--- config.mk ---
export PLATFORM = sky130hd
export DESIGN_NAME = tas_front
export DESIGN_NICKNAME = d
export VERILOG_FILES = /design/src/hdl/tas_pkg.sv /design/src/hdl/tas_front.sv
export SDC_FILE = /design/constraint.sdc
export NUM_CORES = 1
export LEC_CHECK = 0
export ABC_AREA = 1
export BUFFER_PORTS_ARGS = -buffer_cell sky130_fd_sc_hd__buf_2
export CAP_MARGIN = 30
export CORE_MARGIN = 2
export CORE_UTILIZATION = 33
export DETAILED_ROUTE_END_ITERATION = 16
export GPL_ROUTABILITY_DRIVEN = 0
export GPL_TIMING_DRIVEN = 1
export SYNTH_ARGS = -nofsm -noshare
export SYNTH_HDL_FRONTEND = slang
export SYNTH_SLANG_ARGS = --single-unit
--- constraint.sdc ---
create_clock -name clk -period 2.7 [get_ports clk]
set_clock_uncertainty 0.2 [all_clocks]
set_input_delay 0.27 -clock clk [delete_from_list [all_inputs] [get_ports clk]]
set_output_delay 0.27 -clock clk [all_outputs]
set_load 0.03 [all_outputs]
--- src/hdl/tas_pkg.sv ---
// ----------------------------------------------------------------------------
// tas_pkg: shared types and constants of the trapezoid acceleration selector
// Field widths, register indexes, decision codes and the stage records that
// travel between the pipeline modules.
// ----------------------------------------------------------------------------
package tas_pkg;

  localparam int DATA_W    = 32;  // signed Q16.16 fields
  localparam int CFG_W     = 31;  // limit registers
  localparam int TICK_W    = 17;  // tick period register
  localparam int FRAC_W    = 16;  // fraction bits of Q16.16
  localparam int CFG_IDX_W = 2;

  localparam logic [CFG_W-1:0]  ACCEL_RESET = 31'd65536;
  localparam logic [CFG_W-1:0]  DECEL_RESET = 31'd65536;
  localparam logic [CFG_W-1:0]  VLIM_RESET  = 31'd65536;
  localparam logic [TICK_W-1:0] TICK_RESET  = 17'd66;

  typedef enum logic [CFG_IDX_W-1:0] {
    CFG_ACCEL_LIMIT    = 2'd0,
    CFG_DECEL_LIMIT    = 2'd1,
    CFG_VELOCITY_LIMIT = 2'd2,
    CFG_TICK_PERIOD    = 2'd3
  } cfg_index_t;

  typedef enum logic [3:0] {
    CODE_ARRIVED_STOP  = 4'd0,
    CODE_ARRIVED_BRAKE = 4'd1,
    CODE_CRUISE_HOLD   = 4'd2,
    CODE_CRUISE_ACCEL  = 4'd3,
    CODE_VEL_CHASE     = 4'd4,
    CODE_DIST_ACCEL    = 4'd5,
    CODE_LIMIT_HOLD    = 4'd6,
    CODE_REV_STOP      = 4'd7,
    CODE_REV_BRAKE     = 4'd8
  } decision_t;

  typedef struct packed {
    logic [CFG_W-1:0]  accel;
    logic [CFG_W-1:0]  decel;
    logic [CFG_W-1:0]  vlim;
    logic [TICK_W-1:0] tick;
  } cfg_t;

  // Products of the registers alone, refreshed every cycle.
  typedef struct packed {
    logic [CFG_W+TICK_W-1:0] accel_tick;     // a*T
    logic [CFG_W+TICK_W:0]   arrive_thresh;  // 2*vm*T
    logic [2*CFG_W-1:0]      vlim_sq;        // vm^2
  } derived_t;

  typedef struct packed {
    logic dist_neg;
    logic vel_pos;
    logic toward;
    logic chase_neg;
    logic at_limit;
  } flags_t;

  typedef struct packed {
    logic [DATA_W-1:0] dist_mag;
    logic [DATA_W-1:0] vel_mag;
    logic [DATA_W-1:0] tgt_mag;
    logic [CFG_W-1:0]  spd;        // min(|v0|, vm)
    flags_t            flags;
  } front_t;

  typedef struct packed {
    logic [2*CFG_W-1:0]  spd_sq;
    logic [2*DATA_W-2:0] tgt_sq;
    logic [2*CFG_W-1:0]  room_half;  // a*d
    logic                arrive;
    logic                slow;
    flags_t              flags;
  } prod_t;

  function automatic logic [DATA_W-1:0] apply_sign(input logic [CFG_W-1:0] m,
                                                   input logic neg);
    logic [DATA_W-1:0] ext;
    ext = {1'b0, m};
    return neg ? (DATA_W'(0) - ext) : ext;
  endfunction

endpackage

--- src/hdl/tas_front.sv ---
// ----------------------------------------------------------------------------
// tas_front: input stage
// Captures a sample as magnitudes, clamped speed and direction flags.
// ----------------------------------------------------------------------------
module tas_front (
  input  logic                      clk,
  input  logic                      en,
  input  logic [tas_pkg::DATA_W-1:0] remaining_distance,
  input  logic [tas_pkg::DATA_W-1:0] current_velocity,
  input  logic [tas_pkg::DATA_W-1:0] target_velocity,
  input  logic [tas_pkg::CFG_W-1:0]  vlim,
  output tas_pkg::front_t            front
);
  import tas_pkg::*;

  front_t            front_r;
  front_t            front_nxt;
  logic [DATA_W:0]   chase_diff;
  logic              over_limit;

  always_comb begin
    front_nxt.dist_mag = remaining_distance[DATA_W-1] ?
                         (DATA_W'(0) - remaining_distance) : remaining_distance;
    front_nxt.vel_mag  = current_velocity[DATA_W-1] ?
                         (DATA_W'(0) - current_velocity) : current_velocity;
    front_nxt.tgt_mag  = target_velocity[DATA_W-1] ?
                         (DATA_W'(0) - target_velocity) : target_velocity;

    over_limit    = (front_nxt.vel_mag >= {1'b0, vlim});
    front_nxt.spd = over_limit ? vlim : front_nxt.vel_mag[CFG_W-1:0];

    chase_diff = {target_velocity[DATA_W-1], target_velocity}
               - {current_velocity[DATA_W-1], current_velocity};

    front_nxt.flags.dist_neg  = remaining_distance[DATA_W-1];
    front_nxt.flags.vel_pos   = !current_velocity[DATA_W-1] &&
                                (current_velocity != '0);
    // Zero velocity counts as moving toward the goal.
    front_nxt.flags.toward    = (current_velocity == '0) ||
                                (remaining_distance[DATA_W-1] ==
                                 current_velocity[DATA_W-1]);
    front_nxt.flags.chase_neg = chase_diff[DATA_W];
    front_nxt.flags.at_limit  = over_limit;
  end

  always_ff @(posedge clk) begin
    if (en) begin
      front_r <= front_nxt;
    end
  end

  assign front = front_r;
endmodule

==> key figures <==
Logic synthesis
  • Gate Count Post-Synth: 993
  • Number of synthesized register bits: 132
  • Syn nets: 1187
  • Most used DFF post-synth: edfxtp_1
  • Yosys top cell area share: 46.2%
  • Async SR Flop Fraction: 0%
  • Number of synthesized flops with an enable pin: 132
  • Synth top area cells: edfxtp_1 46%, nand2_1 10%, ha_1 9.5%
  • Cell taking the most area after synthesis: edfxtp_1
  • Cell Area, Synth: 0.00858 mm²
  • Register area share after synthesis: 46.2%
  • Synth warnings: 0
  • Count of different cell masters after synthesis: 37
  • Avg Cell Area, Syn: 8.64 µm²

Timing
  • Final TNS setup: -3770 ps
  • Final worst-path cycle share: 106%
  • Worst-Margin Slew: 538 ps
  • RSZ-0062 raised after global routing: true
  • Setup ws final: -152 ps
  • Final count of pins violating max slew: 0
  • Worst rel slew slack: 64.1%
  • Final hold vios: 0
  • Tmin final: 2850 ps
  • Final setup fails: 32
  • Fmax: 0.351 GHz

Die
  • Die Span Y: 165 µm
  • Initial Util: 33.3%
  • Die area: 0.0273 mm²
  • Core area: 0.0258 mm²
  • Row count: 59
  • I/O pin cnt: 261
  • Die W: 165 µm

Pwr
  • Logic pwr share: 28.6%
  • Leakage power: 6.30 nW
  • VDD IR max: 0.328 mV
  • Final Power: 7.12 mW
  • Switching part of the total: 31.8%
  • NetSw: 2.26 mW
  • Flop pwr share: 36.7%
  • Power Dens Cells: 546 mW/mm²
  • Internal power: 4.86 mW
  • Clock power frac: 34.7%

Detailed routing
  • Post-route ant nets: 0
  • Vias post-DR: 8478
  • DRT Pass-1 Iters: 5
  • WL/cell: 15.2 µm
  • Drt via density: 4.68
  • DR DRC count: 0
  • Post-Route WL: 27500 µm
  • DRT iter0 DRCs: 513

Placed design
  • Placed inst area: 0.0112 mm²
  • Pre-CTS WS: -618 ps
  • Placed cell count: 1688
  • Final HPWL DP: 21200 µm
  • Port Buf Inserts: 260

GRT
  • Largest net degree at the start of global routing: 54
  • Global Route Usage Sum: 20.0%
  • Initial antenna violation count: 10
  • Total grt overflow: 0
  • Vias in the first global route: 8288
  • First-pass GRT wire length: 41500 µm

Critical path
  • CP max-delay cell: ha_1
  • CP cell instances: buf_2, nor2_2, nand2_1, nor2_4, buf_4, nand3_4, o21ai_1, xor2_1, ha_1, a21oi_1, o21ai_2, a21oi_1, o21ai_1, nor2_2, buf_6, nand2_8, clkbuf_16, nand2_2, nand2_1
  • Crit Path Category: in2reg
  • CP top delay family: simple AND/OR/NAND/NOR gates
  • CP Max Fanout: 6
  • Slowest stage delay, CP: 300 ps
  • Crit. End Element: flip-flop
  • WP data arrival: 2830 ps
  • CP bufs+invs: 4
  • CP startpoint kind: input pin
  • Critical Path RT: 2680 ps

Cells and area
  • P&R area growth vs syn: 51.9%
  • Share of cells above drive strength 1: 35.9%
  • Final nets: 1651
  • Final std cells w/o fill: 1810
  • Largest register FFs: 132
  • Finished Cell Area: 0.0130 mm²

Clocking
  • Clock Pin Slew Worst Setup and Hold Paths: 70 ps
  • Max Root-Sink Buffers: 2
  • CTS buffer count: 17
  • CTS tree: built
  • Clk root buf: clkbuf_16
  • H-tree depth: 4
  • CTS sink count: 132

Job
  • Max-cap violations: 0

Worst hold path
  • Hold Path Class: in2reg

Run status
  • Status: finished, violations left
  • Failing checks: setup timing
power groups by stage:
| stage | Clock, mW | Combinational, mW | Sequential, mW |
|---|---|---|---|
| after detailed placement | 0 | 1.79 | 2.65 |
| final | 2.47 | 2.04 | 2.61 |
| after global routing | 2.60 | 2.23 | 2.63 |
| after global placement | 0 | 1.76 | 2.66 |
| after floorplan | 0 | 0.592 | 3.11 |
| after CTS | 2.53 | 1.94 | 2.61 |
routing by layer:
metal,vias up,global-route usage (%),share of wire (%)
li1,4242,-,-
met4,12,7.35,2.5
met5,-,0,0.21
met1,3882,23.9,42
met2,288,34.5,48
met3,54,5.29,7.5
synthesized netlist by cell type (4+ instances only):
cell        n
a21oi_1    35
clkbuf_1   11
edfxtp_1  132
ha_1       65
inv_1     141
nand2_1   238
nand3_1    76
nand4_1    23
nor2_1     97
nor2_2     10
nor3_1     14
nor4_1      4
o21ai_0    28
o21ai_1     6
o31ai_1     4
xnor2_1     7
xor2_1     65
repair_timing:
item / in CTS / in global routing
buffers inserted: 17 / 6
pin swaps: 27 / 34
hold endpoints to repair: 60 / 0
hold buffers: 60 / 0
gates cloned: 1 / 2
endpoints found under the setup margin: 32 / 33
gates resized for setup: 30 / 68
layout make-up:
| type | instances | area (µm²) |
|---|---|---|
| Antenna cell | 5 | 12.5 |
| Clock buffer | 17 | 425 |
| Clock inverter | 15 | 188 |
| Fill cell | 2420 | 12700 |
| Inverter | 143 | 563 |
| Multi-Input combinational cell | 697 | 4300 |
| Sequential cell | 132 | 3960 |
| Tap cell | 335 | 419 |
| Timing Repair Buffer | 466 | 3160 |
tightest hold or removal path, delay by kind of cell:
kind	cells	cell delay [ps]
AND/OR/NAND/NOR	2	130
buffers and inverters	1	150
cells by family after synthesis:
kind of cell	synth area share (%)
AOI/OAI and AO/OA	5.22
xor gates and xnor gates	7.35
adders and majority gates	9.48
buffers and inverters	7.61
DFF	46.2
and+or+nand+nor	24.1
per-stage QoR:
| step | util [%] | hold slack, ps |
|---|---|---|
| after global placement | 43.5 | 278 |
| after detailed placement | 43.5 | 280 |
| after CTS | 49.2 | 4.93 |
| final | 50.6 | 20.2 |
| after global routing | 50.6 | 29.5 |
| after floorplan | - | 169 |
cells in the final DEF (no fill, tap or decap), drive strengths merged, types with 4 or more instances in the layout:
cell and count:
xnor2 7, clkbuf 19, clkinv 7, a21oi 35, inv 143, o21ai 34, buf 404, nand4 23
nand2 241, xor2 65, dlygate4sd3 60, nor2 109, nor4 4, bufinv 4, nand3 77, nor3 15
edfxtp 132, ha 65, clkinvlp 4, diode 5, o31ai 4
worst paths after layout:
| kind | start | cells past startpoint | end |
|---|---|---|---|
| worst max-delay path | current_velocity[5] | 19 | front[9] |
| worst min-delay path | target_velocity[22] | 3 | front[58] |
Power figures use the tool's default switching activity.
