===== src/hdl/tas_pkg.sv =====
// ----------------------------------------------------------------------------
// tas_pkg: shared types and constants of the trapezoid acceleration selector
// Field widths, register indexes, decision codes and the stage records that
// travel between the pipeline modules.
// ----------------------------------------------------------------------------
package tas_pkg;

  localparam int DATA_W    = 32;  // signed Q16.16 fields
  localparam int CFG_W     = 31;  // limit registers
  localparam int TICK_W    = 17;  // tick period register
  localparam int FRAC_W    = 16;  // fraction bits of Q16.16
  localparam int CFG_IDX_W = 2;

  localparam logic [CFG_W-1:0]  ACCEL_RESET = 31'd65536;
  localparam logic [CFG_W-1:0]  DECEL_RESET = 31'd65536;
  localparam logic [CFG_W-1:0]  VLIM_RESET  = 31'd65536;
  localparam logic [TICK_W-1:0] TICK_RESET  = 17'd66;

  typedef enum logic [CFG_IDX_W-1:0] {
    CFG_ACCEL_LIMIT    = 2'd0,
    CFG_DECEL_LIMIT    = 2'd1,
    CFG_VELOCITY_LIMIT = 2'd2,
    CFG_TICK_PERIOD    = 2'd3
  } cfg_index_t;

  typedef enum logic [3:0] {
    CODE_ARRIVED_STOP  = 4'd0,
    CODE_ARRIVED_BRAKE = 4'd1,
    CODE_CRUISE_HOLD   = 4'd2,
    CODE_CRUISE_ACCEL  = 4'd3,
    CODE_VEL_CHASE     = 4'd4,
    CODE_DIST_ACCEL    = 4'd5,
    CODE_LIMIT_HOLD    = 4'd6,
    CODE_REV_STOP      = 4'd7,
    CODE_REV_BRAKE     = 4'd8
  } decision_t;

  typedef struct packed {
    logic [CFG_W-1:0]  accel;
    logic [CFG_W-1:0]  decel;
    logic [CFG_W-1:0]  vlim;
    logic [TICK_W-1:0] tick;
  } cfg_t;

  // Products of the registers alone, refreshed every cycle.
  typedef struct packed {
    logic [CFG_W+TICK_W-1:0] accel_tick;     // a*T
    logic [CFG_W+TICK_W:0]   arrive_thresh;  // 2*vm*T
    logic [2*CFG_W-1:0]      vlim_sq;        // vm^2
  } derived_t;

  typedef struct packed {
    logic dist_neg;
    logic vel_pos;
    logic toward;
    logic chase_neg;
    logic at_limit;
  } flags_t;

  typedef struct packed {
    logic [DATA_W-1:0] dist_mag;
    logic [DATA_W-1:0] vel_mag;
    logic [DATA_W-1:0] tgt_mag;
    logic [CFG_W-1:0]  spd;        // min(|v0|, vm)
    flags_t            flags;
  } front_t;

  typedef struct packed {
    logic [2*CFG_W-1:0]  spd_sq;
    logic [2*DATA_W-2:0] tgt_sq;
    logic [2*CFG_W-1:0]  room_half;  // a*d
    logic                arrive;
    logic                slow;
    flags_t              flags;
  } prod_t;

  function automatic logic [DATA_W-1:0] apply_sign(input logic [CFG_W-1:0] m,
                                                   input logic neg);
    logic [DATA_W-1:0] ext;
    ext = {1'b0, m};
    return neg ? (DATA_W'(0) - ext) : ext;
  endfunction

endpackage


===== src/hdl/tas_cfg_regs.sv =====
// ----------------------------------------------------------------------------
// tas_cfg_regs: configuration registers and their derived products
// Holds the four limits and registers a*T, 2*vm*T and vm^2 from them.
// ----------------------------------------------------------------------------
module tas_cfg_regs (
  input  logic                            clk,
  input  logic                            rst_n,
  input  logic                            cfg_wr_en,
  input  logic [tas_pkg::CFG_IDX_W-1:0]   cfg_index,
  input  logic [tas_pkg::CFG_W-1:0]       cfg_wdata,
  output tas_pkg::cfg_t                   cfg,
  output tas_pkg::derived_t               derived
);
  import tas_pkg::*;

  cfg_t     cfg_r;
  derived_t derived_r;
  logic [CFG_W+TICK_W-1:0] vlim_tick;

  always_ff @(posedge clk) begin
    if (!rst_n) begin
      cfg_r.accel <= ACCEL_RESET;
      cfg_r.decel <= DECEL_RESET;
      cfg_r.vlim  <= VLIM_RESET;
      cfg_r.tick  <= TICK_RESET;
    end else if (cfg_wr_en) begin
      case (cfg_index_t'(cfg_index))
        CFG_ACCEL_LIMIT:    cfg_r.accel <= cfg_wdata;
        CFG_DECEL_LIMIT:    cfg_r.decel <= cfg_wdata;
        CFG_VELOCITY_LIMIT: cfg_r.vlim  <= cfg_wdata;
        CFG_TICK_PERIOD:    cfg_r.tick  <= cfg_wdata[TICK_W-1:0];
        default: ;
      endcase
    end
  end

  assign vlim_tick = cfg_r.vlim * cfg_r.tick;

  // The user must keep the block idle around a write; the block does not enforce
  // it. Only then is the lag of these registered products never seen by a sample.
  always_ff @(posedge clk) begin
    derived_r.accel_tick    <= cfg_r.accel * cfg_r.tick;
    derived_r.arrive_thresh <= {vlim_tick, 1'b0};
    derived_r.vlim_sq       <= cfg_r.vlim * cfg_r.vlim;
  end

  assign cfg     = cfg_r;
  assign derived = derived_r;
endmodule


===== config.mk =====
export PLATFORM = sky130hd
export DESIGN_NAME = tas_cfg_regs
export DESIGN_NICKNAME = d
export VERILOG_FILES = /design/src/hdl/tas_pkg.sv /design/src/hdl/tas_cfg_regs.sv
export SDC_FILE = /design/constraint.sdc
export NUM_CORES = 2
export LEC_CHECK = 0
export ABC_CLOCK_PERIOD_IN_PS = 10000
export BUFFER_PORTS_ARGS = -buffer_cell sky130_fd_sc_hd__buf_2
export CAP_MARGIN = 15
export CORE_ASPECT_RATIO = 1.2
export CORE_MARGIN = 2
export CORE_UTILIZATION = 35
export DETAILED_ROUTE_END_ITERATION = 16
export PLACE_DENSITY_LB_ADDON = 0.08
export SLEW_MARGIN = 0
export SYNTH_ARGS = -nofsm -noshare
export SYNTH_HDL_FRONTEND = slang
export SYNTH_SLANG_ARGS = --single-unit
export TNS_END_PERCENT = 50

===== constraint.sdc =====
create_clock -name clk -period 10 [get_ports clk]
set_input_delay 1.5 -clock clk [delete_from_list [all_inputs] [get_ports clk]]
set_output_delay 1.5 -clock clk [all_outputs]
set_load 0.03 [all_outputs]

==> metrics.md <==
| Metric | Value |
|---|---|
| Fin nets | `9628` |
| Met2 WL | `107800 µm` |
| Starting Density | `35.30%` |
| # clock sinks | `267` |
| PostCTS Resize Cnt | `0` |
| Final setup TNS | `0 ns` |
| DRC | `0` |
| Wire per inst | `22.00 µm` |
| Slew Limit Fails | `0` |
| Largest net degree at the start of global routing | `98` |
| Final ANT Viol Nets | `0` |
| Asr flop ratio synth | `0%` |
| P_int | `2345 µW` |
| CTS tree | `yes` |
| Hold-fix buffers, CTS | `0` |
| Pwr Density | `54.45 nW/µm²` |
| Total global routing track utilization | `23.15%` |
| Clk_lat worst skew | `0.70 ns` |
| Max Clk Rate | `0.1061 GHz` |
| Clock Path Buffers | `3` |
| Filler instances | `19430` |
| Die Wd | `403.4 µm` |
| Yosys warning total | `0` |
| Core Box Area | `189800 µm²` |
| Worst path arrival time | `9.99 ns` |
| Worst slew pin tran | `1.264 ns` |
| Final cycle utilization of the critical path | `94.24%` |
| Crit end category | `flip-flop` |
| Unique cell type count in the Yosys netlist | `80` |
| Non-Filler Instances | `9978` |
| Setup-failing EPs final | `0` |
| Unrepaired setup endpoints after global routing | `no` |
| Part of the power in registers | `31.7%` |
| Status | `finished clean` |
| Max_cap viols | `0` |
| Crit path kind | `reg2reg` |
| Final min period | `9.424 ns` |
| H-tree depth | `2` |
| Worst-path clk slew | `0.06 ns` |
| Iter 0 DRT Violations | `2456` |
| EDFF count, synth | `0` |
| Vias in the first global route | `54640` |
| Cell Area, Synth | `67010 µm²` |
| WHS | `0.4618 ns` |
| Routed vias | `48400` |
| Row count | `175` |
| Layout area overhead | `7.962%` |
| Max layer used | `met5` |
| Clk root buf | `clkbuf_16` |
| Final WL | `219500 µm` |
| Num CTS Buffers | `39` |
| Pre-CTS setup slack | `0.5540 ns` |
| Ports | `305` |
| Ys flop type | `dfxtp_1` |
| Startpoint Class | `flip-flop` |
| Dpl hpwl | `175800 µm` |
| Vias per inst | `4.850` |
| Router iterations before antenna repair | `5` |
| Seq/Total Area, Yosys | `7.977%` |
| Leak Pwr | `0.03647 µW` |
| GPL Wtd Cong | `0.8848` |
| Synth Register Bits | `267` |
| Postcts setup bufs | `0` |
| DIE AREA | `195000 µm²` |
| Gate power share | `30.8%` |
| Average size of a mapped cell | `9.028 µm²` |
| Die height | `483.3 µm` |
| Share of layout cells above drive strength 1 | `7.685%` |
| Worst Path Required | `10.56 ns` |
| Max VDD drop | `109.2 µV` |
| Hold Crit Class | `reg2reg` |
| Clock Power Share | `37.6%` |
| Hold Vio Cnt, Final | `0` |
| Slew HR | `15.52%` |
| CP Max Fanout | `32` |
| Net Sw Frac | `40.47%` |
| Metal3 WL | `10200 µm` |
| First-pass GRT wire length | `340500 µm` |
| Grt total ovfl | `0` |
| Met1 WL | `94770 µm` |
| Cells after DPL | `9905` |
| NetSw | `1594 µW` |
| Synth Instances | `7422` |
| Port Buffer Count | `302` |
| Initial antenna violation count | `11` |
| Setup Skew | `0.05257 ns` |
| Worst Slack Setup Final | `0.5756 ns` |
## cells by family after synthesis
family,after synthesis,share of synthesized area (%)
buf+inv,2259,12.68
xor+xnor,165,2.157
fa+ha+maj,2124,57.77
simple gates,2038,13.61
flops,267,7.977
mux,3,0.04668
other cells,1,0.005597
compound gates,565,5.757
## cells in the final DEF (no fill, tap or decap), drive strengths merged, types with 17 or more instances in the layout
cell / n
ha: 508
o21bai: 20
a21oi: 143
o21ai: 79
nand2: 1345
nor2: 89
clkbuf: 48
nand4: 29
nor3: 17
dfxtp: 267
a21o: 91
buf: 420
nand3: 33
and2: 460
fa: 1616
inv: 1844
xor2: 64
a21boi: 112
a31oi: 25
nor2b: 19
xnor2: 101
## cells in the mapped netlist (4+ instances only)
cell type  instances  area, µm²
inv_1           1842       6914
fa_1            1616      32350
nand2_1         1345       5049
ha_1             508       6356
and2_1           460       2878
clkbuf_1         403       1513
dfxtp_1          267       5345
a21oi_1          140      700.7
a21boi_0         110      825.8
xnor2_1          101      884.6
a21o_1            91      683.2
nor2_1            89      334.1
o21ai_0           66      330.3
xor2_1            64      560.5
nand3_1           33      165.2
nand4_1           29      181.4
a31oi_1           23      143.9
o21bai_1          20      150.1
nor2b_1           18      112.6
nor3_1            17      85.08
and3_1            13      81.33
o21a_1            12      90.09
nand2b_1          10      62.56
o21ai_1           10      50.05
or2_2              9      56.30
a211oi_1           7      52.55
a31o_2             7      61.31
o211ai_1           7      52.55
a41oi_1            5      43.79
buf_1              5      18.77
o2111ai_1          5      43.79
o31ai_1            5      37.54
a221oi_1           4      35.03
a311o_1            4      40.04
buf_2              4      20.02
## path summary, 6_finish.rpt
| kind | slack, ns | end | cells after the start | start |
|---|---|---|---|---|
| setup / recovery | 0.58 | derived[57] | 23 | cfg[26] |
| hold / removal | 0.46 | cfg[65] | 2 | cfg[65] |
| setup reg to reg | 0.58 | derived[57] | 23 | cfg[26] |
| hold reg to reg | 0.46 | cfg[65] | 2 | cfg[65] |
## stage by stage
stage | power, µW | util (%) | area [µm²]
after floorplan | 2007 | - | 67010
after global placement | 2495 | 37.43 | 71060
after detailed placement | 2489 | 37.43 | 71060
after CTS | 4030 | 38.10 | 72330
after global routing | 4161 | 38.10 | 72330
final | 3939 | 38.11 | 72340
## critical path: stages, from the launching register on
cell and delay, ns:
dfxtp_2 0.95, buf_4 0.43, and2_1 0.20, fa_1 0.39
inv_1 0.12, fa_1 0.43, fa_1 0.54, fa_1 0.52
inv_1 0.06, fa_1 0.56, fa_1 0.43, fa_1 0.57
fa_1 0.45, ha_1 0.49, nand4_1 0.27, nor3_1 0.54
nand2_1 0.11, nor3_1 0.49, o2111ai_1 0.34, o21ai_1 0.55
a31oi_2 0.20, o21ai_1 0.32, a31oi_1 0.15, xnor2_1 0.15
## flip-flops by register name (all words and copies together) (netlist names)
register and cells:
cfg 110, derived 157
## power groups by stage
stage                     clock, µW  combinational (µW)  sequential [µW]
final                          1480                1210             1250
after global routing           1570                1340             1260
after CTS                      1550                1230             1250
after detailed placement          0                1220             1270
after global placement            0                1220             1270
after floorplan                   0                 644             1360
## metal layers
layer  GRT usage, %  vias to the layer above
li1               -                    21600
met1          30.60                    25440
met2          39.80                     1121
met3          2.858                      232
met4          6.351                        4
met5              0                        -
## layout make-up
type | instances | area (µm²) | share of cell area (%)
diodes | 5 | 12.51 | 0.01730
clock buffers | 48 | 1040 | 1.437
clock inverters | 20 | 227.7 | 0.3148
inverters | 1843 | 6918 | 9.563
multi-input cells | 4897 | 53180 | 73.52
flip-flops and latches | 267 | 5408 | 7.475
well taps | 2478 | 3100 | 4.286
repair buffers | 420 | 2450 | 3.387
Note: power is estimated with default switching activity, not from simulation.
