## config.mk

```make
export PLATFORM = sky130hd
export DESIGN_NAME = tas_decide
export DESIGN_NICKNAME = d
export VERILOG_FILES = /design/src/hdl/tas_pkg.sv /design/src/hdl/tas_decide.sv
export SDC_FILE = /design/constraint.sdc
export NUM_CORES = 1
export LEC_CHECK = 0
export BUFFER_PORTS_ARGS = -buffer_cell sky130_fd_sc_hd__buf_2
export CELL_PAD_IN_SITES_DETAIL_PLACEMENT = 0
export CELL_PAD_IN_SITES_GLOBAL_PLACEMENT = 1
export CORE_MARGIN = 2
export CORE_UTILIZATION = 40
export DETAILED_ROUTE_END_ITERATION = 10
export PLACE_DENSITY_LB_ADDON = 0.1
export RECOVER_POWER = 100
export SLEW_MARGIN = 30
export SYNTH_ARGS = -nofsm -noshare
export SYNTH_HDL_FRONTEND = slang
export SYNTH_SLANG_ARGS = --single-unit
export TNS_END_PERCENT = 5
```

## constraint.sdc

```tcl
create_clock -name clk -period 7.7 [get_ports clk]
set_clock_uncertainty 0.1 [all_clocks]
set_input_delay 1.54 -clock clk [delete_from_list [all_inputs] [get_ports clk]]
set_output_delay 1.54 -clock clk [all_outputs]
set_load 0.02 [all_outputs]
```

## src/hdl/tas_pkg.sv

```systemverilog
// ----------------------------------------------------------------------------
// tas_pkg: shared types and constants of the trapezoid acceleration selector
// Field widths, register indexes, decision codes and the stage records that
// travel between the pipeline modules.
// ----------------------------------------------------------------------------
package tas_pkg;

  localparam int DATA_W    = 32;  // signed Q16.16 fields
  localparam int CFG_W     = 31;  // limit registers
  localparam int TICK_W    = 17;  // tick period register
  localparam int FRAC_W    = 16;  // fraction bits of Q16.16
  localparam int CFG_IDX_W = 2;

  localparam logic [CFG_W-1:0]  ACCEL_RESET = 31'd65536;
  localparam logic [CFG_W-1:0]  DECEL_RESET = 31'd65536;
  localparam logic [CFG_W-1:0]  VLIM_RESET  = 31'd65536;
  localparam logic [TICK_W-1:0] TICK_RESET  = 17'd66;

  typedef enum logic [CFG_IDX_W-1:0] {
    CFG_ACCEL_LIMIT    = 2'd0,
    CFG_DECEL_LIMIT    = 2'd1,
    CFG_VELOCITY_LIMIT = 2'd2,
    CFG_TICK_PERIOD    = 2'd3
  } cfg_index_t;

  typedef enum logic [3:0] {
    CODE_ARRIVED_STOP  = 4'd0,
    CODE_ARRIVED_BRAKE = 4'd1,
    CODE_CRUISE_HOLD   = 4'd2,
    CODE_CRUISE_ACCEL  = 4'd3,
    CODE_VEL_CHASE     = 4'd4,
    CODE_DIST_ACCEL    = 4'd5,
    CODE_LIMIT_HOLD    = 4'd6,
    CODE_REV_STOP      = 4'd7,
    CODE_REV_BRAKE     = 4'd8
  } decision_t;

  typedef struct packed {
    logic [CFG_W-1:0]  accel;
    logic [CFG_W-1:0]  decel;
    logic [CFG_W-1:0]  vlim;
    logic [TICK_W-1:0] tick;
  } cfg_t;

  // Products of the registers alone, refreshed every cycle.
  typedef struct packed {
    logic [CFG_W+TICK_W-1:0] accel_tick;     // a*T
    logic [CFG_W+TICK_W:0]   arrive_thresh;  // 2*vm*T
    logic [2*CFG_W-1:0]      vlim_sq;        // vm^2
  } derived_t;

  typedef struct packed {
    logic dist_neg;
    logic vel_pos;
    logic toward;
    logic chase_neg;
    logic at_limit;
  } flags_t;

  typedef struct packed {
    logic [DATA_W-1:0] dist_mag;
    logic [DATA_W-1:0] vel_mag;
    logic [DATA_W-1:0] tgt_mag;
    logic [CFG_W-1:0]  spd;        // min(|v0|, vm)
    flags_t            flags;
  } front_t;

  typedef struct packed {
    logic [2*CFG_W-1:0]  spd_sq;
    logic [2*DATA_W-2:0] tgt_sq;
    logic [2*CFG_W-1:0]  room_half;  // a*d
    logic                arrive;
    logic                slow;
    flags_t              flags;
  } prod_t;

  function automatic logic [DATA_W-1:0] apply_sign(input logic [CFG_W-1:0] m,
                                                   input logic neg);
    logic [DATA_W-1:0] ext;
    ext = {1'b0, m};
    return neg ? (DATA_W'(0) - ext) : ext;
  endfunction

endpackage

```

## src/hdl/tas_decide.sv

```systemverilog
// ----------------------------------------------------------------------------
// tas_decide: difference and decision stages
// Forms the squared-velocity budgets, then picks the code and the command
// and holds them in the result register.
// ----------------------------------------------------------------------------
module tas_decide (
  input  logic                         clk,
  input  logic                         en_diff,
  input  logic                         en_out,
  input  tas_pkg::prod_t               prod,
  input  tas_pkg::cfg_t                cfg,
  input  tas_pkg::derived_t            derived,
  output logic [tas_pkg::DATA_W-1:0]   accel_command,
  output tas_pkg::decision_t           decision_code
);
  import tas_pkg::*;

  localparam int SQ_W = 2 * DATA_W - 1;  // widest square

  // Difference stage.
  logic [2*DATA_W-1:0] need_sum_r;
  logic [SQ_W-1:0]     need_tgt_r;
  logic [SQ_W-1:0]     room_r;
  logic                arrive_r;
  logic                slow_r;
  flags_t              flags_r;

  logic [SQ_W-1:0]     vm2;
  logic [SQ_W-1:0]     s2;
  logic [SQ_W-1:0]     need_acc;
  logic [SQ_W-1:0]     need_dec;
  logic [SQ_W-1:0]     need_tgt;

  always_comb begin
    vm2      = {1'b0, derived.vlim_sq};
    s2       = {1'b0, prod.spd_sq};
    need_acc = vm2 - s2;  // speed never exceeds the limit here
    need_dec = (vm2 >= prod.tgt_sq) ? (vm2 - prod.tgt_sq) : (prod.tgt_sq - vm2);
    need_tgt = (prod.tgt_sq >= s2) ? (prod.tgt_sq - s2) : (s2 - prod.tgt_sq);
  end

  always_ff @(posedge clk) begin
    if (en_diff) begin
      need_sum_r <= {1'b0, need_acc} + {1'b0, need_dec};
      need_tgt_r <= need_tgt;
      room_r     <= {prod.room_half, 1'b0};
      arrive_r   <= prod.arrive;
      slow_r     <= prod.slow;
      flags_r    <= prod.flags;
    end
  end

  // Decision stage.
  logic [DATA_W-1:0] cmd_r;
  logic [DATA_W-1:0] cmd_nxt;
  decision_t         code_r;
  decision_t         code_nxt;
  logic              fits;
  logic              chase;

  always_comb begin
    fits     = (need_sum_r < {1'b0, room_r});
    chase    = (need_tgt_r >= room_r);
    cmd_nxt  = '0;
    code_nxt = CODE_LIMIT_HOLD;
    if (arrive_r) begin
      if (slow_r) begin
        code_nxt = CODE_ARRIVED_STOP;
      end else begin
        code_nxt = CODE_ARRIVED_BRAKE;
        cmd_nxt  = apply_sign(cfg.decel, flags_r.vel_pos);
      end
    end else if (flags_r.toward) begin
      if (fits) begin
        if (flags_r.at_limit) begin
          code_nxt = CODE_CRUISE_HOLD;
        end else begin
          code_nxt = CODE_CRUISE_ACCEL;
          cmd_nxt  = apply_sign(cfg.accel, flags_r.dist_neg);
        end
      end else if (chase) begin
        code_nxt = CODE_VEL_CHASE;
        cmd_nxt  = apply_sign(cfg.accel, flags_r.chase_neg);
      end else if (!flags_r.at_limit) begin
        code_nxt = CODE_DIST_ACCEL;
        cmd_nxt  = apply_sign(cfg.accel, flags_r.dist_neg);
      end else begin
        code_nxt = CODE_LIMIT_HOLD;
      end
    end else begin
      if (slow_r) begin
        code_nxt = CODE_REV_STOP;
      end else begin
        code_nxt = CODE_REV_BRAKE;
        cmd_nxt  = apply_sign(cfg.decel, flags_r.vel_pos);
      end
    end
  end

  always_ff @(posedge clk) begin
    if (en_out) begin
      cmd_r  <= cmd_nxt;
      code_r <= code_nxt;
    end
  end

  assign accel_command = cmd_r;
  assign decision_code = code_r;
endmodule

```

==> impl_metrics.py, run 1 <==
metrics = {
    "global_routing": {
        "grt_max_degree": 106,
        "antenna_found_initial": 6,
        "grt_pass1_vias": 35340,
        "grt_remaining_overflow": 0,
        "grt_usage_pct": 33.99,
        "grt_pass1_wl_um": 221700,
    },
    "place": {
        "routabilityCongestion": 1.035,
        "io_buffers": 356,
        "dp_hpwl_um": 133400,
        "post-place-ws_ps": -362.5,
    },
    "critical_path": {
        "startpoint_type": "input pin",
        "cp.required_ps": 7850,
        "cp_max_fo": 11,
        "cp-end-kind": "flip-flop",
        "cp.arrival_ps": 7620,
        "path_class": "in -> reg",
    },
    "final_layout": {
        "final_util_pct": 51.04,
        "fin_nets": 6254,
        "n_fill_cell": 8469,
        "drive_above_1_share_pct": 21.79,
        "area.growth.synth_to_final_pct": 26.37,
    },
    "route": {
        "vias_per_cell": 5.810,
        "drcViolationCount": 0,
        "route.vias.total": 37370,
        "drt-total-wl_um": 153200,
        "wl_per_cell_um": 23.82,
        "first_iter_violations": 3762,
        "postRouteAntennaNets": 0,
        "dr.pass1.iters": 7,
    },
    "synthesis": {
        "yosys_warnings": 0,
        "netlist_instances": 4350,
        "synth_edf_count": 231,
        "synth_common_cells": "603 x a21oi_1, 497 x ha_1, 364 x inv_1",
        "synthTopCellsByArea": "edfxtp_1 21%, ha_1 18%, a21oi_1 8.9%, o21ai_0 4.8%, xnor2_1 4.7%",
        "ys_seq_area_share_pct": 20.52,
        "async_flop_share_pct": 0,
        "synth_seq_cells": 231,
        "synth_ff_type": "edfxtp_1",
        "yosysTopAreaCellShare_pct": 20.52,
        "synth.largest_area_cell": "edfxtp_1",
        "synth_area_um2": 33800,
        "synth_area_per_cell_um2": 7.771,
        "synth_cell_types": 92,
        "synth.most_common_cell": "a21oi_1",
        "syn-num-nets": 5319,
    },
    "sta": {
        "rsz0062_at_grt": "true",
        "relSlewSlack_pct": -275.5,
        "final-setup-viol-count": 0,
        "worst_pin_slew_ps": 5633,
        "hold_viol": 0,
        "finalMaxSlewViolations": 143,
        "setup_ws_ps": 223.2,
        "holdWs_ps": 569.3,
        "fin_crit_ps": 7477,
        "fmax_mhz": 133.7,
        "fin_crit_sh_pct": 97.10,
    },
    "floorplan": {
        "die_h_um": 294.7,
        "initial_core_util_pct": 40.39,
        "design.core.area_um2": 83690,
        "fp-row-count": 106,
        "die_w_um": 294.7,
        "die-area_um2": 86850,
        "ios": 502,
    },
    "power": {
        "irDropWorstVdd_mv": 0.1582,
        "leakagePower_uw": 0.01983,
        "p_per_area_nw_per_um2": 206.9,
    },
    "cts": {
        "clk_pin_slew_worst_paths_ps": 70,
        "clock_latency_ps": 520,
        "numCtsBuffers": 20,
        "cts_tree": "done",
        "clock_path_buffers": 3,
        "clockRootBuffer": "clkbuf_16",
        "cts.sinks": 231,
        "cts_hold_buf": 0,
        "htree_num_levels": 1,
    },
    "hold_path": {
        "hp-class": "reg -> reg",
    },
    "run": {
        "maxCapViolCount": 2,
    },
    "status": {
        "violations": "capacitance limit, slew limit",
        "status": "finished with violations",
    },
}
## kinds of logic (layout without fill, tap and decap cells)
family                     after synthesis  in the layout  synth area share [%]
adders and majority gates              503            503                 18.75
buffers and inverters                  556           1503                 6.326
xor gates and xnor gates               278            278                 7.203
muxes                                   34             34                 1.025
DFF                                    231            231                 20.52
AOI/OAI and AO/OA                     1651           1651                 30.30
other                                    0              1                     0
and+or+nand+nor                       1097           1097                 15.87
## where the power goes
| group | internal, uW | switching [uW] | total, uW |
|---|---|---|---|
| registers | 1830 | 113 | 1950 |
| logic | 2530 | 3260 | 5790 |
| clock network | 638 | 465 | 1100 |
| total | 5000 | 3840 | 8840 |
## path summary, 6_finish.rpt
kind,slack [ps],cells after the start,startpoint,endpoint
hold / removal,570,1,arrive_r$_DFFE_PP_,decision_code[3]$_SDFFCE_PP0P_
setup reg to reg,2720,14,room_r[29]$_DFFE_PP_,accel_command[10]$_DFFE_PP_
hold reg to reg,570,1,arrive_r$_DFFE_PP_,decision_code[3]$_SDFFCE_PP0P_
setup / recovery,220,25,prod[97],need_sum_r[62]$_DFFE_PP_
## cells in the final DEF (no fill, tap or decap), types with 21 or more instances in the layout
cell       count
a211oi_1      22
a21o_1       168
a21oi_1      603
a31oi_1       50
and2_1        22
and3_1        25
buf_2        310
buf_4        734
clkbuf_1      51
clkbuf_16     21
edfxtp_1     231
ha_1         497
inv_1        364
mux2i_1       29
nand2_1      326
nand2b_1      33
nand3_1       53
nand4_1      127
nor2_1       268
nor2b_1       37
nor3_1        84
nor4_1        21
o211ai_1      43
o21a_1        53
o21ai_0      320
o21bai_1     129
o22ai_1       32
o31ai_1       28
xnor2_1      180
xor2_1        97
## metal layers
layer  global-route usage, %  vias to the layer above  wire (um)  part of all wire (%)
met2                   50.17                     1616      62650                    41
met5                       0                        -         46                 0.030
met3                   5.022                      186      13030                   8.5
met1                   50.52                    17680      72520                    47
met4                   10.12                        6       4935                   3.2
li1                        -                    17880          -                     -
## sequential cells by signal, summed over array words and instances, names as in the netlist
| register | count |
|---|---|
| accel_command | 32 |
| arrive_r | 1 |
| decision_code | 4 |
| flags_r | 5 |
| need_sum_r | 63 |
| need_tgt_r | 63 |
| room_r | 62 |
| slow_r | 1 |
## worst max-delay path, stage by stage
cell      delay, ps
buf_2           100
inv_1            50
ha_1            300
nand4_1         220
or3_4           450
or4_1           600
o31ai_2         290
a311o_2         270
a211o_1         170
buf_12          160
buf_12          150
mux2_2          370
nand2_1         100
o211ai_1        150
xnor2_1         170
buf_4           170
ha_1            350
nand2_1          80
or4_1           630
or3_1           350
o211a_1         220
nand3b_1        160
and2_1          200
o31ai_1         240
xor2_1          110
## per-stage QoR
stage                     total power [uW]  cell area, um2  TNS (ps)  instances
after detailed placement              7591           41940     -3568       6394
after global routing                  9415           42710    -117.7       6431
after global placement                7544           41940     -3121       6394
final                                 8839           42720         0       6432
after CTS                             8724           42650         0       6428
after floorplan                       4969           33800         0       4350
## timing repair
action / 4_1_cts / 5_1_grt
resized for setup: 0 / 19
endpoints found under the setup margin: 0 / 12
buffers inserted: 0 / 2
## cell type report
class / instances / area [um2] / share of cell area [%]
Sequential cell: 231 / 6937 / 16.24
Tap cell: 1134 / 1419 / 3.322
Inverter: 364 / 1366 / 3.199
Multi-Input combinational cell: 3563 / 24850 / 58.18
Antenna cell: 1 / 2.502 / 0.005858
Clock buffer: 23 / 533.0 / 1.248
Timing Repair Buffer: 1105 / 7426 / 17.38
Clock inverter: 11 / 181.4 / 0.4247
No activity file was read; power rests on OpenSTA's default activity.
==> run 2, diff against run 1 <==
Settings changed: CELL_PAD_IN_SITES_DETAIL_PLACEMENT 0 to 1.
==> run 2 against run 1 <==
Register-to-register slack worse by 90 ps. Count of clock-buffer cells in the layout increased by 3. The run still ends with capacitance limit, slew limit left. Global-route usage up 2.7 points. Critical path depth rose by 4. Via count grew 2.6%. Wire length increased by 7.7%. Cell count increased by 0.19%. Sequential share of layout area about the same. Worst hold slack better by 18 ps.
==> impl_metrics.py, run 2 (synthesis results as in run 1) <==
metrics = {
    "sta": {
        "fin_crit_ps": 7517,
        "setup_ws_ps": 182.7,
        "hold_viol": 0,
        "worst_pin_slew_ps": 5777,
        "fmax_mhz": 133.0,
        "finalMaxSlewViolations": 172,
        "rsz0062_at_grt": "false",
        "final-setup-viol-count": 0,
        "fin_tns_setup_ps": 0,
        "fin_crit_sh_pct": 97.63,
        "relSlewSlack_pct": -285.2,
    },
    "floorplan": {
        "design.core.area_um2": 83690,
        "die_w_um": 294.7,
        "die-area_um2": 86850,
        "fp-row-count": 106,
        "die_h_um": 294.7,
        "ios": 502,
        "initial_core_util_pct": 40.39,
    },
    "global_routing": {
        "grt_usage_pct": 36.74,
        "grt_remaining_overflow": 0,
        "antenna_found_initial": 5,
        "grt_pass1_wl_um": 241100,
        "grt_max_degree": 106,
        "grt_pass1_vias": 38520,
    },
    "final_layout": {
        "seq_area_um2": 6937,
        "drive_above_1_share_pct": 21.71,
        "n_fill_cell": 10480,
        "fin_nets": 6262,
        "reg_top3": "need_sum_r (63), need_tgt_r (63), room_r (62)",
        "final_common_cell": "buf_4",
        "fin_area_um2": 42650,
        "area.growth.synth_to_final_pct": 26.17,
        "multiInputGateArea_um2": 24890,
        "final_cell_mix": "715 x buf_4, 599 x a21oi_1, 497 x ha_1",
        "final_util_pct": 50.96,
    },
    "route": {
        "top_layer": "met5",
        "route.vias.total": 38330,
        "first_iter_violations": 3709,
        "wl_met2_um": 72050,
        "postRouteAntennaNets": 0,
        "drt-total-wl_um": 165000,
        "met3WireLength_um": 12520,
        "vias_per_cell": 5.948,
        "drcViolationCount": 0,
        "wl_per_cell_um": 25.61,
        "dr.pass1.iters": 6,
        "wl_met1_um": 75980,
    },
    "cts": {
        "cts_tree": "done",
        "clockRootBuffer": "clkbuf_16",
        "clk_pin_slew_worst_paths_ps": 70,
        "cts_hold_buf": 0,
        "clock_latency_ps": 520,
        "numCtsBuffers": 21,
        "clock_path_buffers": 3,
        "htree_num_levels": 1,
        "cts.sinks": 231,
    },
    "power": {
        "leakagePower_uw": 0.01978,
        "p_per_area_nw_per_um2": 209.1,
        "power_uw": 8919,
        "irDropWorstVdd_mv": 0.1540,
    },
    "critical_path": {
        "cp-end-kind": "flip-flop",
        "path_class": "in -> reg",
        "cp_max_fo": 9,
        "reg2reg_slack_ps": 2630,
        "cp.arrival_ps": 7680,
        "cp.required_ps": 7870,
        "crit_path_frequent_cell": "a21oi_1",
        "slowest_delay_ps": 450,
        "slowest_stage": "a311o_2",
        "startpoint_type": "input pin",
    },
    "place": {
        "dp_hpwl_um": 143600,
        "post-place-ws_ps": -535.6,
        "placed_cell_area_um2": 41940,
        "routabilityCongestion": 1.035,
        "io_buffers": 356,
    },
    "hold_path": {
        "hp-class": "reg -> reg",
    },
    "run": {
        "maxCapViolCount": 3,
    },
    "status": {
        "violations": "capacitance limit, slew limit",
        "status": "finished with violations",
    },
}
[run 2: what timing repair did]
action | CTS | global route
gates cloned | 0 | 0
setup buffers | 2 | 7
setup endpoints to repair | 2 | 17
pin swaps | 2 | 10
gates resized for setup | 2 | 32
[run 2: power breakdown]
group,internal [uW],leakage [uW],total (uW),switching (uW)
clock,512,0.000298,1000,487
sequential,1840,0.00228,1970,132
combinational,2530,0.0172,5950,3420
[run 2: worst paths after layout]
check | to | start | cells past startpoint
min | decision_code[3]$_SDFFCE_PP0P_ | arrive_r$_DFFE_PP_ | 1
max | need_sum_r[49]$_DFFE_PP_ | prod[111] | 29
min reg2reg | decision_code[3]$_SDFFCE_PP0P_ | arrive_r$_DFFE_PP_ | 1
max reg2reg | accel_command[17]$_DFFE_PP_ | need_sum_r[53]$_DFFE_PP_ | 11
[run 2: area by class of cell]
cell class              count  share of cell area [%]
multi-input cells        3563                   58.35
repair buffers           1112                   17.38
flip-flops and latches    231                   16.26
well taps                1134                   3.327
inverters                 364                   3.204
clock buffers              26                   1.276
clock inverters            11                  0.1760
diodes                      3                 0.01760
[run 2: worst max-delay path: cells and delay by family]
kind | cells | cell delay [ps]
compound gates | 14 | 3240
buf+inv | 7 | 1100
simple gates | 4 | 710
fa+ha+maj | 2 | 660
xor+xnor | 2 | 430
[run 2: routing by layer]
layer	GRT usage (%)	up-vias
met3	4.132	176
met1	52.83	18900
met5	0	-
met2	58.21	1364
met4	9.121	4
li1	-	17880
[run 2: through the flow]
stage | hold slack [ps] | instances
final | 587.2 | 6444
after global routing | 636.2 | 6441
after CTS | 583.3 | 6433
after detailed placement | 563.0 | 6394
after global placement | 553.7 | 6394
after floorplan | 502.9 | 4350
